==> src/rtl/core/ddo_pkg.sv <==
// shared constants, types and tables for the differential drive odometry block
package ddo_pkg;

  localparam int CordicSteps = 16;
  localparam int StepW = $clog2(CordicSteps + 1);

  localparam logic signed [19:0] PiQ16     = 20'sd205887;
  localparam logic signed [19:0] HalfPiQ16 = 20'sd102944;
  localparam logic signed [20:0] TwoPiQ16  = 21'sd411775;
  localparam logic signed [33:0] CordicK   = 34'sd652032874;

  localparam logic [15:0] WheelRadiusRst = 16'd2163;
  localparam logic [19:0] InvAxleRst     = 20'd415574;

  localparam logic [0:0] CfgWheelRadius = 1'd0;
  localparam logic [0:0] CfgInvAxle     = 1'd1;

  typedef enum logic [2:0] {
    ST_IDLE,
    ST_ARC,
    ST_THETA,
    ST_ROT,
    ST_MUL,
    ST_POSE,
    ST_OUT
  } state_e;

  typedef struct packed {
    logic load;
    logic first;
    logic do_arc;
    logic do_theta;
    logic rot_start;
    logic rot_step;
    logic do_mul;
    logic do_pose;
  } dp_cmd_t;

  typedef struct packed {
    logic rot_done;
  } dp_stat_t;

  function automatic logic signed [31:0] atan_q30(input logic [4:0] i);
    case (i)
      5'd0:  atan_q30 = 32'sd843314857;
      5'd1:  atan_q30 = 32'sd497837829;
      5'd2:  atan_q30 = 32'sd263043837;
      5'd3:  atan_q30 = 32'sd133525159;
      5'd4:  atan_q30 = 32'sd67021687;
      5'd5:  atan_q30 = 32'sd33543516;
      5'd6:  atan_q30 = 32'sd16775851;
      5'd7:  atan_q30 = 32'sd8388437;
      5'd8:  atan_q30 = 32'sd4194283;
      5'd9:  atan_q30 = 32'sd2097149;
      5'd10: atan_q30 = 32'sd1048576;
      5'd11: atan_q30 = 32'sd524288;
      5'd12: atan_q30 = 32'sd262144;
      5'd13: atan_q30 = 32'sd131072;
      5'd14: atan_q30 = 32'sd65536;
      5'd15: atan_q30 = 32'sd32768;
      5'd16: atan_q30 = 32'sd16384;
      5'd17: atan_q30 = 32'sd8192;
      5'd18: atan_q30 = 32'sd4096;
      5'd19: atan_q30 = 32'sd2048;
      5'd20: atan_q30 = 32'sd1024;
      5'd21: atan_q30 = 32'sd512;
      5'd22: atan_q30 = 32'sd256;
      5'd23: atan_q30 = 32'sd128;
      default: atan_q30 = 32'sd0;
    endcase
  endfunction

endpackage

==> src/rtl/core/ddo_ctrl.sv <==
// sequencer for one odometry update
module ddo_ctrl (
  input  logic              clk_i,
  input  logic              rst_ni,
  input  logic              in_valid_i,
  output logic              in_stall_o,
  output logic              out_valid_o,
  input  logic              out_stall_i,
  input  logic              first_i,
  output ddo_pkg::dp_cmd_t  cmd_o,
  input  ddo_pkg::dp_stat_t stat_i
);
  import ddo_pkg::*;

  state_e state_q, state_d;

  always_ff @(posedge clk_i or negedge rst_ni) begin
    if (!rst_ni) begin
      state_q <= ST_IDLE;
    end else begin
      state_q <= state_d;
    end
  end

  always_comb begin
    state_d = state_q;
    case (state_q)
      ST_IDLE: begin
        if (in_valid_i) begin
          state_d = first_i ? ST_OUT : ST_ARC;
        end
      end
      ST_ARC:   state_d = ST_THETA;
      ST_THETA: state_d = ST_ROT;
      ST_ROT: begin
        if (stat_i.rot_done) begin
          state_d = ST_MUL;
        end
      end
      ST_MUL:  state_d = ST_POSE;
      ST_POSE: state_d = ST_OUT;
      ST_OUT: begin
        if (!out_stall_i) begin
          state_d = ST_IDLE;
        end
      end
      default: state_d = ST_IDLE;
    endcase
  end

  always_comb begin
    cmd_o = '0;
    in_stall_o = 1'b1;
    out_valid_o = 1'b0;
    case (state_q)
      ST_IDLE: begin
        in_stall_o = 1'b0;
        cmd_o.load = in_valid_i;
        cmd_o.first = in_valid_i & first_i;
      end
      ST_ARC:   cmd_o.do_arc = 1'b1;
      ST_THETA: begin
        cmd_o.do_theta = 1'b1;
      end
      ST_ROT: begin
        cmd_o.rot_step = 1'b1;
      end
      ST_MUL:  cmd_o.do_mul = 1'b1;
      ST_POSE: cmd_o.do_pose = 1'b1;
      ST_OUT:  out_valid_o = 1'b1;
      default: cmd_o = '0;
    endcase
    cmd_o.rot_start = (state_q == ST_THETA);
  end
endmodule

==> config.mk <==
export PLATFORM = sky130hd
export DESIGN_NAME = ddo_ctrl
export DESIGN_NICKNAME = d
export VERILOG_FILES = /design/src/rtl/core/ddo_pkg.sv /design/src/rtl/core/ddo_ctrl.sv
export SDC_FILE = /design/constraint.sdc
export NUM_CORES = 1
export LEC_CHECK = 0
export BUFFER_PORTS_ARGS = -buffer_cell sky130_fd_sc_hd__buf_2
export CORE_AREA = 5 5 42 44
export CTS_CLUSTER_SIZE = 14
export DETAILED_ROUTE_END_ITERATION = 8
export DIE_AREA = 0 0 47 49
export RECOVER_POWER = 25
export SYNTH_ARGS = -nofsm -noshare
export SYNTH_HDL_FRONTEND = slang
export SYNTH_SLANG_ARGS = --single-unit
export TNS_END_PERCENT = 20
==> constraint.sdc <==
create_clock -name clk_i -period 1.66 [get_ports clk_i]
set_input_delay 0.166 -clock clk_i [delete_from_list [all_inputs] [get_ports clk_i]]
set_output_delay 0.166 -clock clk_i [all_outputs]
set_load 0.02 [all_outputs]
==> results.sh <==
export IMPL_status="finished clean"
export IMPL_layout_commonest_cell="buf_2"
export IMPL_synth_cells=32
export IMPL_reg_largest_list="state_q: 3 flops"
export IMPL_grt_pass1_vias=234
export IMPL_hold_depth=2
export IMPL_avgSynthCellArea_sq_um=7.74
export IMPL_p_clk_share_pct=18.7
export IMPL_p_int_w=0.000352
export IMPL_hold_violations=0
export IMPL_drv_cap=0
export IMPL_drt_pass1_iterations=2
export IMPL_grt_max_degree=16
export IMPL_tightest_slew_ns=0.303
export IMPL_clockBufferDepth=2
export IMPL_synth_cell_types=18
export IMPL_ant_nets=0
export IMPL_holdPathEnd="state_q[2]"
export IMPL_cts_htree_levels=1
export IMPL_yosys_register_bits=3
export IMPL_antenna_found_initial=0
export IMPL_drv_slew=0
export IMPL_grt_setup_unrepaired="no"
export IMPL_yosysTopAreaCell="dfrtp_1"
export IMPL_p_comb_share_pct=50.6
export IMPL_place_area_sq_um=318
export IMPL_setup_viol=0
export IMPL_drc=0
export IMPL_fin_crit_sh_pct=94.7
export IMPL_numCtsBuffers=3
export IMPL_wl_um=600
export IMPL_place_gp_congestion=0.654
export IMPL_largest_reg_flops=3
export IMPL_ys_warn_count=0
export IMPL_clkTransAtPathRegs_ns=0.04
export IMPL_switching_share_pct=48.2
export IMPL_clock_latency_ns=0.23
export IMPL_crit_path_start_kind="flop"
export IMPL_regMostFlops="state_q"
export IMPL_n_antenna_cell=0
export IMPL_power_switching_w=0.000328
export IMPL_min_from="stat_i"
export IMPL_synth_seq_area_share_pct=30.3
export IMPL_end_kind="output port"
export IMPL_post_route_min_period_ns=1.57
export IMPL_gr_usage_all_layers_pct=6.00
export IMPL_viasPerCell=4.25
export IMPL_power_total_w=0.000680
export IMPL_layout_drive_gt1_share_pct=39.6
export IMPL_rows=14
export IMPL_grt_overflow=0
export IMPL_setup_slack_ns=0.0882
export IMPL_power_leakage_nw=0.177
export IMPL_core_area_sq_um=1400
export IMPL_relSlewSlack_pct=79.8
export IMPL_via_count=272
export IMPL_cts_tree="built"
export IMPL_place_ws_ns=0.311
export IMPL_critPathMaxFanout=12
export IMPL_syn2layout_area_growth_pct=43.4
export IMPL_cts_sinks=3
export IMPL_drt_wirelength_per_cell_um=9.38
export IMPL_yosys_top_cells_area="dfrtp_1 (30%), nor3b_1 (9.1%), and3b_1 (7.1%), buf_4 (6.1%), nand2_1 (4.5%)"
export IMPL_worstSetupPathType="flop to output port"
export IMPL_fp_dieArea_sq_um=2300
export IMPL_r2r_start="state_q[0]"
export IMPL_syn_area_sq_um=248
export IMPL_power_frac_seq_pct=30.6
export IMPL_peakVddDrop_mv=0.371
export IMPL_syn_nets=38
export IMPL_clock_fmax_mhz=636
export IMPL_rrSetupSlack_ns=0.50
export IMPL_drt_iter0_drc=5
export IMPL_initial_core_util_pct=17.7
export IMPL_pin_count=16
export IMPL_synth_top_area_share_pct=30.3
export IMPL_io_buffers=15
export IMPL_place_hpwl_um=473
export IMPL_worstPathRequired_ns=1.49
export IMPL_most_common_layout_cells="buf_2 (14), nor3b_1 (3), nand2_1 (3), nor2_1 (3), clkbuf_4 (3)"
export IMPL_cts_setup_buffers=0
export IMPL_die_y_um=49
export IMPL_fin_nets=55
export IMPL_clockRootBuffer="clkbuf_4"
export IMPL_cellPowerDensity_nw_per_um2=1910
export IMPL_die_w_um=47
export IMPL_worstRegToRegCells=2
export IMPL_finalInstanceArea_sq_um=355
export IMPL_tns_ns=0
export IMPL_grt_pass1_wl_um=938
export IMPL_fin_skew_ns=0.000644
export IMPL_hold_path_class="primary input to flop"
export IMPL_critical_path_arrival_ns=1.41
export IMPL_reg2reg_to="state_q[2]"
==> stage by stage <==
step	hold slack (ns)	util (%)	std cells
finish	0.193	25.4	64
global route	0.198	25.4	64
CTS	0.186	25.3	64
detailed placement	-0.0380	22.7	59
global placement	-0.0372	22.7	59
floorplan	-0.130	-	32
==> how the worst max path moves through the flow <==
stage | startpoint | to | cells past startpoint
floorplan | state_q[1] | cmd_o[4] | 3
global placement | state_q[2] | cmd_o[6] | 3
detailed placement | state_q[2] | cmd_o[6] | 3
CTS | state_q[2] | cmd_o[6] | 3
global route | state_q[0] | cmd_o[6] | 3
finish | state_q[0] | cmd_o[6] | 3
==> logic make-up (layout without fill, tap and decap cells) <==
| kind of cell | count (synthesis) | in the layout | synth area share, % |
|---|---|---|---|
| AND/OR/NAND/NOR | 16 | 16 | 36.9 |
| AO/OA/AOI/OAI | 7 | 7 | 19.7 |
| buffers and inverters | 6 | 22 | 13.1 |
| flip-flops | 3 | 3 | 30.3 |
==> timing repair <==
item / 4_1_cts / 5_1_grt
endpoints found under the setup margin: 0 / 1
gates resized for setup: 0 / 2
endpoints found under the hold margin: 3 / 0
hold buffers: 1 / 0
==> power groups by stage <==
| stage | sequential, W | combinational [W] | clock, W |
|---|---|---|---|
| finish | 0.000208 | 0.000344 | 0.000127 |
| detailed placement | 0.000204 | 0.000349 | 0 |
| floorplan | 0.000129 | 0.000353 | 0 |
| global route | 0.000226 | 0.000371 | 0.000137 |
| CTS | 0.000204 | 0.000352 | 0.000134 |
| global placement | 0.000204 | 0.000347 | 0 |
==> metal layers <==
layer	global-route usage [%]	vias up	wire length [um]
met1	5.97	122	237
met5	0	-	0
met4	8.29	0	0
met3	2.21	0	69
li1	-	142	-
met2	7.69	8	293
==> cells in the mapped netlist, drive strengths merged <==
| cell | number |
|---|---|
| and3b | 2 |
| nor3b | 3 |
| a21oi | 1 |
| nand2b | 1 |
| o21ai | 2 |
| nor3 | 2 |
| nor2b | 1 |
| o21a | 1 |
| a221o | 1 |
| nand2 | 3 |
| dfrtp | 3 |
| a221oi | 1 |
| o211ai | 1 |
| nor2 | 3 |
| inv | 2 |
| buf | 4 |
| or3 | 1 |
==> cell type report <==
class | count | area (sq um)
well taps | 16 | 20.0
inverters | 2 | 7.51
clock buffers | 4 | 26.3
multi-input cells | 23 | 140
fillers | 173 | 1050
repair buffers | 16 | 83.8
flip-flops and latches | 3 | 77.6
==> critical path, stage by stage (launching register included) <==
cell and delay (ns):
dfrtp_1 0.47, or3_1 0.42, nor2_1 0.11, buf_2 0.17
Power figures use the tool's default switching activity.
